### config.mk
export PLATFORM = sky130hd
export DESIGN_NAME = adc_three_point_calibration
export DESIGN_NICKNAME = d
export VERILOG_FILES = /design/src/rtl/core/acal_pkg.sv /design/src/rtl/core/acal_front.sv /design/src/rtl/core/acal_div_step.sv /design/src/rtl/core/acal_back.sv /design/src/rtl/core/adc_three_point_calibration.sv
export SDC_FILE = /design/constraint.sdc
export NUM_CORES = 2
export LEC_CHECK = 0
export ABC_AREA = 1
export BUFFER_PORTS_ARGS = -buffer_cell sky130_fd_sc_hd__buf_2
export CAP_MARGIN = 20
export CORE_UTILIZATION = 40
export CTS_CLUSTER_DIAMETER = 150
export CTS_CLUSTER_SIZE = 16
export DETAILED_ROUTE_END_ITERATION = 10
export GPL_TIMING_DRIVEN = 1
export SLEW_MARGIN = 20
export SYNTH_ARGS = -nofsm -noshare
export SYNTH_HDL_FRONTEND = slang
export SYNTH_SLANG_ARGS = --single-unit
### constraint.sdc
create_clock -name clk -period 6.2 [get_ports clk]
set_input_delay 1.24 -clock clk [delete_from_list [all_inputs] [get_ports clk]]
set_output_delay 1.24 -clock clk [all_outputs]
set_load 0.02 [all_outputs]
### src/rtl/core/acal_pkg.sv
package acal_pkg;

  localparam int CODE_W  = 16;
  localparam int VALUE_W = 32;
  localparam int CFG_IDX_W = 3;

  // Register indexes on the configuration port
  localparam logic [CFG_IDX_W-1:0] CFG_LOW_CODE   = 3'd0;
  localparam logic [CFG_IDX_W-1:0] CFG_ZERO_CODE  = 3'd1;
  localparam logic [CFG_IDX_W-1:0] CFG_HIGH_CODE  = 3'd2;
  localparam logic [CFG_IDX_W-1:0] CFG_LOW_VALUE  = 3'd3;
  localparam logic [CFG_IDX_W-1:0] CFG_HIGH_VALUE = 3'd4;
  localparam logic [CFG_IDX_W-1:0] CFG_CLAMP      = 3'd5;

  localparam logic signed [VALUE_W-1:0] SAT16_MAX = 32'sd32767;
  localparam logic signed [VALUE_W-1:0] SAT16_MIN = -32'sd32768;

  typedef struct packed {
    logic [CODE_W-1:0]  low_code;
    logic [CODE_W-1:0]  zero_code;
    logic [CODE_W-1:0]  high_code;
    logic [VALUE_W-1:0] low_value;
    logic [VALUE_W-1:0] high_value;
    logic               clamp;
  } cfg_t;

  localparam cfg_t CFG_RESET = '{
    low_code:   16'd0,
    zero_code:  16'd0,
    high_code:  16'hFFFF,
    low_value:  32'd0,
    high_value: 32'd32767,
    clamp:      1'b0
  };

  // Where a code falls on the calibration curve
  typedef enum logic [2:0] {
    REG_INVALID,
    REG_LOW,
    REG_HIGH,
    REG_ZERO,
    REG_SEG_LO,
    REG_SEG_HI
  } region_t;

  typedef struct packed {
    region_t region;
    logic    neg;
  } ctl_t;

endpackage

### src/rtl/core/acal_front.sv
module acal_front #(
  parameter int CODE_BITS = 16
) (
  input  logic                                   clk,
  input  logic                                   rst_n,
  input  logic                                   in_valid,
  output logic                                   in_ready,
  input  logic [acal_pkg::CODE_W-1:0]            in_code,
  input  acal_pkg::cfg_t                         cfg,
  output logic                                   out_valid,
  input  logic                                   out_ready,
  output logic [acal_pkg::VALUE_W+CODE_BITS-1:0] out_num,
  output logic [CODE_BITS-1:0]                   out_span,
  output acal_pkg::ctl_t                         out_ctl
);

  localparam int NUM_W = acal_pkg::VALUE_W + CODE_BITS;

  logic [CODE_BITS-1:0] code, lo, ze, hi;
  logic                 bad;
  acal_pkg::ctl_t       ctl_nxt;
  logic [CODE_BITS-1:0] off_nxt, span_nxt;
  logic [acal_pkg::VALUE_W-1:0] mag_nxt;

  logic                 v1_r, v2_r, v3_r;
  logic                 rdy1, rdy2, rdy3;
  acal_pkg::ctl_t       ctl1_r, ctl2_r, ctl3_r;
  logic [CODE_BITS-1:0] off1_r, span1_r, span2_r, span3_r;
  logic [acal_pkg::VALUE_W-1:0] mag1_r;
  logic [NUM_W-1:0]     prod2_r, num3_r;

  assign code = in_code[CODE_BITS-1:0];
  assign lo   = cfg.low_code[CODE_BITS-1:0];
  assign ze   = cfg.zero_code[CODE_BITS-1:0];
  assign hi   = cfg.high_code[CODE_BITS-1:0];
  assign bad  = (lo > ze) || (ze >= hi);

  always_comb begin
    ctl_nxt.neg = 1'b0;
    off_nxt     = '0;
    span_nxt    = CODE_BITS'(1);
    mag_nxt     = '0;
    priority if (bad) begin
      ctl_nxt.region = acal_pkg::REG_INVALID;
    end else if (code <= lo) begin
      ctl_nxt.region = acal_pkg::REG_LOW;
    end else if (code >= hi) begin
      ctl_nxt.region = acal_pkg::REG_HIGH;
    end else if (code == ze) begin
      ctl_nxt.region = acal_pkg::REG_ZERO;
    end else if (code < ze) begin
      // slope runs from low_value up or down to zero
      ctl_nxt.region = acal_pkg::REG_SEG_LO;
      ctl_nxt.neg    = ~cfg.low_value[acal_pkg::VALUE_W-1] && (cfg.low_value != '0);
      off_nxt        = code - lo;
      span_nxt       = ze - lo;
      mag_nxt        = cfg.low_value[acal_pkg::VALUE_W-1] ?
                       (~cfg.low_value + 32'd1) : cfg.low_value;
    end else begin
      ctl_nxt.region = acal_pkg::REG_SEG_HI;
      ctl_nxt.neg    = cfg.high_value[acal_pkg::VALUE_W-1];
      off_nxt        = code - ze;
      span_nxt       = hi - ze;
      mag_nxt        = cfg.high_value[acal_pkg::VALUE_W-1] ?
                       (~cfg.high_value + 32'd1) : cfg.high_value;
    end
  end

  assign rdy3     = !v3_r || out_ready;
  assign rdy2     = !v2_r || rdy3;
  assign rdy1     = !v1_r || rdy2;
  assign in_ready = rdy1;

  always_ff @(posedge clk) begin
    if (!rst_n) begin
      v1_r <= 1'b0;
      v2_r <= 1'b0;
      v3_r <= 1'b0;
    end else begin
      if (rdy1) v1_r <= in_valid;
      if (rdy2) v2_r <= v1_r;
      if (rdy3) v3_r <= v2_r;
    end
  end

  always_ff @(posedge clk) begin
    if (rdy1 && in_valid) begin
      ctl1_r  <= ctl_nxt;
      off1_r  <= off_nxt;
      span1_r <= span_nxt;
      mag1_r  <= mag_nxt;
    end
    if (rdy2 && v1_r) begin
      ctl2_r  <= ctl1_r;
      span2_r <= span1_r;
      prod2_r <= NUM_W'(mag1_r) * NUM_W'(off1_r);
    end
    if (rdy3 && v2_r) begin
      // add half the span so the quotient magnitude rounds half away from zero
      ctl3_r  <= ctl2_r;
      span3_r <= span2_r;
      num3_r  <= prod2_r + NUM_W'(span2_r >> 1);
    end
  end

  assign out_valid = v3_r;
  assign out_num   = num3_r;
  assign out_span  = span3_r;
  assign out_ctl   = ctl3_r;

endmodule

### src/rtl/core/acal_div_step.sv
module acal_div_step #(
  parameter int CODE_BITS = 16
) (
  input  logic                          clk,
  input  logic                          rst_n,
  input  logic                          in_valid,
  output logic                          in_ready,
  input  logic [CODE_BITS-1:0]          in_rem,
  input  logic [acal_pkg::VALUE_W-1:0]  in_word,
  input  logic [CODE_BITS-1:0]          in_span,
  input  acal_pkg::ctl_t                in_ctl,
  output logic                          out_valid,
  input  logic                          out_ready,
  output logic [CODE_BITS-1:0]          out_rem,
  output logic [acal_pkg::VALUE_W-1:0]  out_word,
  output logic [CODE_BITS-1:0]          out_span,
  output acal_pkg::ctl_t                out_ctl
);

  logic                         vld_r;
  logic [CODE_BITS-1:0]         rem_r, span_r;
  logic [acal_pkg::VALUE_W-1:0] word_r;
  acal_pkg::ctl_t               ctl_r;
  logic [CODE_BITS:0]           trial, diff;
  logic                         ge;
  logic [CODE_BITS-1:0]         rem_nxt;
  logic [acal_pkg::VALUE_W-1:0] word_nxt;

  // shift one numerator bit in, subtract when it fits, shift the quotient bit in
  assign trial    = {in_rem, in_word[acal_pkg::VALUE_W-1]};
  assign diff     = trial - {1'b0, in_span};
  assign ge       = trial >= {1'b0, in_span};
  assign rem_nxt  = ge ? diff[CODE_BITS-1:0] : trial[CODE_BITS-1:0];
  assign word_nxt = {in_word[acal_pkg::VALUE_W-2:0], ge};

  assign in_ready = !vld_r || out_ready;

  always_ff @(posedge clk) begin
    if (!rst_n) begin
      vld_r <= 1'b0;
    end else if (in_ready) begin
      vld_r <= in_valid;
    end
  end

  always_ff @(posedge clk) begin
    if (in_ready && in_valid) begin
      rem_r  <= rem_nxt;
      word_r <= word_nxt;
      span_r <= in_span;
      ctl_r  <= in_ctl;
    end
  end

  assign out_valid = vld_r;
  assign out_rem   = rem_r;
  assign out_word  = word_r;
  assign out_span  = span_r;
  assign out_ctl   = ctl_r;

`ifndef SYNTHESIS
  a_rem_below_span: assert property (@(posedge clk) disable iff (!rst_n)
    vld_r |-> (rem_r < span_r))
    else $error("remainder left its range");
`endif

endmodule

### src/rtl/core/acal_back.sv
module acal_back (
  input  logic                          clk,
  input  logic                          rst_n,
  input  logic                          in_valid,
  output logic                          in_ready,
  input  logic [acal_pkg::VALUE_W-1:0]  in_quot,
  input  acal_pkg::ctl_t                in_ctl,
  input  acal_pkg::cfg_t                cfg,
  output logic                          out_valid,
  input  logic                          out_ready,
  output logic [acal_pkg::VALUE_W-1:0]  out_value,
  output logic                          out_invalid
);

  logic                         v1_r, v2_r, rdy1, rdy2;
  logic [acal_pkg::VALUE_W-1:0] val_nxt, val1_r, val2_r, sat_nxt;
  logic                         inv1_r, inv2_r;

  always_comb begin
    unique case (in_ctl.region)
      acal_pkg::REG_LOW:    val_nxt = cfg.low_value;
      acal_pkg::REG_HIGH:   val_nxt = cfg.high_value;
      acal_pkg::REG_SEG_LO: val_nxt = in_ctl.neg ? (cfg.low_value - in_quot)
                                                 : (cfg.low_value + in_quot);
      acal_pkg::REG_SEG_HI: val_nxt = in_ctl.neg ? (32'd0 - in_quot) : in_quot;
      default:              val_nxt = '0;
    endcase
  end

  always_comb begin
    priority if (cfg.clamp && ($signed(val1_r) > acal_pkg::SAT16_MAX)) begin
      sat_nxt = acal_pkg::SAT16_MAX;
    end else if (cfg.clamp && ($signed(val1_r) < acal_pkg::SAT16_MIN)) begin
      sat_nxt = acal_pkg::SAT16_MIN;
    end else begin
      sat_nxt = val1_r;
    end
  end

  assign rdy2     = !v2_r || out_ready;
  assign rdy1     = !v1_r || rdy2;
  assign in_ready = rdy1;

  always_ff @(posedge clk) begin
    if (!rst_n) begin
      v1_r <= 1'b0;
      v2_r <= 1'b0;
    end else begin
      if (rdy1) v1_r <= in_valid;
      if (rdy2) v2_r <= v1_r;
    end
  end

  always_ff @(posedge clk) begin
    if (rdy1 && in_valid) begin
      val1_r <= val_nxt;
      inv1_r <= (in_ctl.region == acal_pkg::REG_INVALID);
    end
    if (rdy2 && v1_r) begin
      val2_r <= sat_nxt;
      inv2_r <= inv1_r;
    end
  end

  assign out_valid   = v2_r;
  assign out_value   = val2_r;
  assign out_invalid = inv2_r;

endmodule

### src/rtl/core/adc_three_point_calibration.sv
// Three-point ADC calibration: maps each raw converter code onto a calibrated
// signed value through the points (low_code, low_value), (zero_code, 0) and
// (high_code, high_value), interpolating linearly (halves away from zero above
// zero_code, toward zero below), optionally saturated to signed 16 bits.
//
// Input stream: in_tdata carries one raw code per word.
// Output stream: out_tdata carries the calibrated value, out_tuser flags an
// invalid calibration (low_code > zero_code or zero_code >= high_code), in
// which case the value is zero.
// Config port: cfg_we writes cfg_wdata to register cfg_addr;
// write only while no word is in flight.
//
// The pipeline has three front stages (decode, multiply, rounding add), 32
// restoring divider stages that each settle one quotient bit, and two back
// stages (offset, saturate). Throughput is one word per cycle while out_tready
// is high; each stage holds its own valid bit.
// A stalled receiver holds the output word; stages behind it keep filling
// bubbles and in_tready drops only once every stage holds a word.
// Reset clears all valid bits and loads the register defaults.
module adc_three_point_calibration #(
  parameter int CODE_BITS = 16
) (
  input  logic                               clk,
  input  logic                               rst_n,
  input  logic                               in_tvalid,
  output logic                               in_tready,
  input  logic [15:0]                        in_tdata,   // [15:0] raw_code
  output logic                               out_tvalid,
  input  logic                               out_tready,
  output logic [31:0]                        out_tdata,  // [31:0] calibrated_value
  output logic                               out_tuser,  // [0] calibration_invalid
  input  logic                               cfg_we,
  input  logic [acal_pkg::CFG_IDX_W-1:0]     cfg_addr,
  input  logic [31:0]                        cfg_wdata
);

  localparam int NUM_W = acal_pkg::VALUE_W + CODE_BITS;
  localparam int STEPS = acal_pkg::VALUE_W;

  acal_pkg::cfg_t cfg_r;

  // Register file
  always_ff @(posedge clk) begin
    if (!rst_n) begin
      cfg_r <= acal_pkg::CFG_RESET;
    end else if (cfg_we) begin
      unique case (cfg_addr)
        acal_pkg::CFG_LOW_CODE:   cfg_r.low_code   <= cfg_wdata[acal_pkg::CODE_W-1:0];
        acal_pkg::CFG_ZERO_CODE:  cfg_r.zero_code  <= cfg_wdata[acal_pkg::CODE_W-1:0];
        acal_pkg::CFG_HIGH_CODE:  cfg_r.high_code  <= cfg_wdata[acal_pkg::CODE_W-1:0];
        acal_pkg::CFG_LOW_VALUE:  cfg_r.low_value  <= cfg_wdata;
        acal_pkg::CFG_HIGH_VALUE: cfg_r.high_value <= cfg_wdata;
        acal_pkg::CFG_CLAMP:      cfg_r.clamp      <= cfg_wdata[0];
        default: ;  // drop writes to unused indexes
      endcase
    end
  end

  // Front end to divider
  logic                 f_valid, f_ready;
  logic [NUM_W-1:0]     f_num;
  logic [CODE_BITS-1:0] f_span;
  acal_pkg::ctl_t       f_ctl;

  acal_front #(.CODE_BITS(CODE_BITS)) u_front (
    .clk       (clk),
    .rst_n     (rst_n),
    .in_valid  (in_tvalid),
    .in_ready  (in_tready),
    .in_code   (in_tdata),
    .cfg       (cfg_r),
    .out_valid (f_valid),
    .out_ready (f_ready),
    .out_num   (f_num),
    .out_span  (f_span),
    .out_ctl   (f_ctl)
  );

  // Divider chain: node 0 is the front end, node STEPS the last step.
  // The quotient fits 32 bits, so the top CODE_BITS numerator bits seed the
  // remainder and the low 32 bits shift through as the quotient forms.
  logic                         d_valid [STEPS+1];
  logic                         d_ready [STEPS+1];
  logic [CODE_BITS-1:0]         d_rem   [STEPS+1];
  logic [acal_pkg::VALUE_W-1:0] d_word  [STEPS+1];
  logic [CODE_BITS-1:0]         d_span  [STEPS+1];
  acal_pkg::ctl_t               d_ctl   [STEPS+1];

  assign d_valid[0] = f_valid;
  assign f_ready    = d_ready[0];
  assign d_rem[0]   = f_num[NUM_W-1 -: CODE_BITS];
  assign d_word[0]  = f_num[acal_pkg::VALUE_W-1:0];
  assign d_span[0]  = f_span;
  assign d_ctl[0]   = f_ctl;

  for (genvar i = 0; i < STEPS; i++) begin : g_div
    acal_div_step #(.CODE_BITS(CODE_BITS)) u_step (
      .clk       (clk),
      .rst_n     (rst_n),
      .in_valid  (d_valid[i]),
      .in_ready  (d_ready[i]),
      .in_rem    (d_rem[i]),
      .in_word   (d_word[i]),
      .in_span   (d_span[i]),
      .in_ctl    (d_ctl[i]),
      .out_valid (d_valid[i+1]),
      .out_ready (d_ready[i+1]),
      .out_rem   (d_rem[i+1]),
      .out_word  (d_word[i+1]),
      .out_span  (d_span[i+1]),
      .out_ctl   (d_ctl[i+1])
    );
  end

  acal_back u_back (
    .clk         (clk),
    .rst_n       (rst_n),
    .in_valid    (d_valid[STEPS]),
    .in_ready    (d_ready[STEPS]),
    .in_quot     (d_word[STEPS]),
    .in_ctl      (d_ctl[STEPS]),
    .cfg         (cfg_r),
    .out_valid   (out_tvalid),
    .out_ready   (out_tready),
    .out_value   (out_tdata),
    .out_invalid (out_tuser)
  );

  // Final remainder and unused span of the last step are not needed
  logic unused_tail;
  assign unused_tail = ^{d_rem[STEPS], d_span[STEPS]};

`ifndef SYNTHESIS
  a_invalid_is_zero: assert property (@(posedge clk) disable iff (!rst_n)
    (out_tvalid && out_tuser) |-> (out_tdata == '0))
    else $error("invalid calibration with nonzero value");

  a_flag_matches_cfg: assert property (@(posedge clk) disable iff (!rst_n)
    out_tvalid |-> (out_tuser ==
      ((cfg_r.low_code[CODE_BITS-1:0] > cfg_r.zero_code[CODE_BITS-1:0]) ||
       (cfg_r.zero_code[CODE_BITS-1:0] >= cfg_r.high_code[CODE_BITS-1:0]))))
    else $error("invalid flag disagrees with code ordering");

  a_clamp_range: assert property (@(posedge clk) disable iff (!rst_n)
    (out_tvalid && cfg_r.clamp) |->
      (($signed(out_tdata) <= acal_pkg::SAT16_MAX) &&
       ($signed(out_tdata) >= acal_pkg::SAT16_MIN)))
    else $error("saturated value out of 16 bit range");
`endif

endmodule

==> flow_metrics.tcl <==
set metrics [dict create \
    overflow 0 \
    relSlewSlack 0.242 \
    cts_tree "yes" \
    row_count 207 \
    synth-adder-area-share 0.145 \
    period_minus_slack_ns 6.24 \
    slowest_delay_ns 0.55 \
    ant_nets 0 \
    fmax_mhz 160 \
    start_util 0.403 \
    crit_slowest_cell "fa_1" \
    netlist_area_mm2 0.129 \
    worst_clock_skew_ns 0.115 \
    numCtsBuffers 183 \
    clk_path_buf_depth 4 \
    violations "negative setup slack" \
    async_flop_share 0 \
    die_area_mm2 0.324 \
    grt_pass1_vias 81000 \
    die_x_um 569 \
    synth_xor_area_frac 0.0410 \
    firstDrtPassIters 7 \
    synthToLayoutAreaGrowth_pct 11.4 \
    vias 79200 \
    setup_tns_ns -0.0759 \
    grt_pass1_wl_um 453000 \
    clk_latency_ns 0.91 \
    ir_drop_uv 1200 \
    drt-total-wl_um 289000 \
    cts.sinks 2564 \
    maxSlewViolCount 0 \
    period_share 1.01 \
    tightest_slew_ns 1.13 \
    yosys_register_bits 2564 \
    synth_top_area_cell "edfxtp_1" \
    io_buffers 90 \
    worstPathMaxFanout 5 \
    wl_per_cell_um 18.3 \
    ys.flop_type "edfxtp_1" \
    synth.most_common_cell "edfxtp_1" \
    seq_area_frac_synth 0.586 \
    timing.final.ws_setup_ns -0.0400 \
    routed_via_density 5.03 \
    drv_cap 0 \
    synth.top_cells.by_count "2414 x edfxtp_1, 1591 x inv_1, 1421 x nand2_1" \
    startpoint_type "register" \
    ioPinCount 91 \
    cp_num_buf_inv 23 \
    critical_path_class "reg -> reg" \
    power_leakage_nw 56.4 \
    drt_iter0_drc 5322 \
    synth_compound_area_frac 0.0830 \
    synth_cells 11000 \
    ctsHtreeMaxLevel 4 \
    whs_ns 0.345 \
    synth.area.top_cells "edfxtp_1 56%, ha_1 7.4%, fa_1 7.1%" \
    yosysWarningCount 0 \
    worstPathRequired_ns 6.77 \
    p_per_area_mw_per_mm2 379 \
    synth-simple-area-share 0.0895 \
    cts.reportedPaths.clkPinSlew_ns 0.08 \
    ys_types 62 \
    dp_hpwl_um 218000 \
    status "finished, violations left" \
    worstPathArrival_ns 6.81 \
    track_usage 0.177 \
    grt_max_degree 69 \
    rsz0062_at_grt "true" \
    cp_top_family "adder cells" \
    cts-root-buf "clkbuf_16" \
    syn_nets 12300 \
    die_y_um 569 \
    synth-edff-count 2414 \
    antenna_found_initial 15 \
    end_kind "register" \
    syn-mean-instance-area_um2 11.7 \
    netlist.area_leader.share 0.563 \
    route.detailed.drc 0 \
    min_path_type "reg -> reg" \
    synthMuxAreaShare 0 \
    hold_viol_final 0 \
    setup-violations-final 3 \
    crit_path_frequent_cell "buf_4" \
    core-area_mm2 0.319 \
    routabilityCongestion 0.887 \
    final_layout_size_suffix_gt1_frac 0.0862 \
    synth_top_family_by_area "adder cells" \
    nNetsFinal 12700 \
]
[worst paths after layout]
| kind | to | depth (start not counted) | start | slack [ns] |
|---|---|---|---|---|
| min reg2reg | g_div[20].u_step.out_word[17] | 0 | g_div[19].u_step.out_word[16] | 0.35 |
| min | g_div[20].u_step.out_word[17] | 0 | g_div[19].u_step.out_word[16] | 0.35 |
| max | u_front.prod2_r[8] | 34 | u_front.off1_r[6] | -0.04 |
| max reg2reg | u_front.prod2_r[8] | 34 | u_front.off1_r[6] | -0.04 |
[layer usage]
| layer | track usage | vias to the layer above | part of all wire |
|---|---|---|---|
| met1 | 0.233 | 39000 | 0.44 |
| li1 | - | 38400 | - |
| met4 | 0.0528 | 2 | 0.030 |
| met3 | 0.0180 | 418 | 0.037 |
| met5 | 0 | - | 0.000024 |
| met2 | 0.310 | 1424 | 0.49 |
[sequential cells by signal, summed over array words and instances, names as in the netlist, 48 cells and up]
signal                 count
g_div.u_step.out_word   1024
g_div.u_step.out_rem     496
g_div.u_step.out_span    496
g_div.u_step.out_ctl     128
cfg_r                    113
u_front.out_num           48
u_front.prod2_r           48
[report_power, final]
| group | switching, mW | internal (mW) | total (mW) |
|---|---|---|---|
| clock | 5.75 | 5.48 | 11.2 |
| combinational | 12.0 | 11.2 | 23.2 |
| sequential | 0.249 | 19.7 | 20.0 |
[worst reg2reg max path, delay by kind of cell, from the launching register on]
family,cells,cell delay [ns]
buf+inv,23,2.45
compound gates,2,0.25
fa+ha+maj,7,2.66
xor+xnor,1,0.14
flops,1,0.40
simple gates,1,0.06
[logic make-up (layout without fill, tap and decap cells)]
family / after synthesis / after routing
AOI/OAI and AO/OA: 1959 / 1959
xor gates and xnor gates: 602 / 602
adders and majority gates: 1216 / 1216
buffers and inverters: 1900 / 2370
DFF: 2564 / 2564
other: 0 / 5
and+or+nand+nor: 2758 / 2758
[repair_timing]
action	in CTS	in global routing
gates cloned	2	3
hold buffers	0	0
setup endpoints to repair	21	25
buffers inserted	60	46
resized for setup	135	156
pin swaps	127	126
[per-stage QoR]
| step | total power, mW | instances | util | instance area (um^2) | setup slack (ns) |
|---|---|---|---|---|---|
| 2_1_floorplan | 30.8 | 11000 | - | 129000 | 0.00161 |
| 3_3_place_gp | 38.0 | 15400 | 0.426 | 136000 | -0.320 |
| 3_5_place_dp | 38.0 | 15400 | 0.426 | 136000 | -0.289 |
| 4_1_cts | 51.8 | 15700 | 0.446 | 142000 | -0.0167 |
| 5_1_grt | 57.8 | 15800 | 0.449 | 143000 | -0.297 |
| 6_report | 54.4 | 15800 | 0.449 | 143000 | -0.0400 |
[cells in the final DEF (no fill, tap or decap), drive strengths merged, types with 14 or more instances in the layout]
| cell | n |
|---|---|
| nand2 | 1426 |
| inv | 1599 |
| a211oi | 39 |
| edfxtp | 2414 |
| nor3 | 114 |
| nor4 | 66 |
| o2111ai | 25 |
| o21bai | 82 |
| clkinv | 14 |
| fa | 455 |
| ha | 761 |
| a31oi | 16 |
| or2 | 17 |
| xor2 | 319 |
| a221o | 22 |
| o211ai | 60 |
| nand3 | 205 |
| nand4 | 88 |
| nor2 | 801 |
| o21ai | 405 |
| a21oi | 1241 |
| o21a | 16 |
| clkbuf | 254 |
| nor3b | 22 |
| buf | 502 |
| dfxtp | 150 |
| xnor2 | 283 |
[cell type report]
class                           instances  area [um^2]
Clock buffer                          251         4860
Inverter                             1601         6010
Timing Repair Buffer                  506         4220
Tap cell                             4284         5360
Antenna cell                            5         12.5
Sequential cell                      2564        75500
Fill cell                           29100       176000
Multi-Input combinational cell       6535        47200
Clock inverter                         12          258
Power figures use the tool's default switching activity.
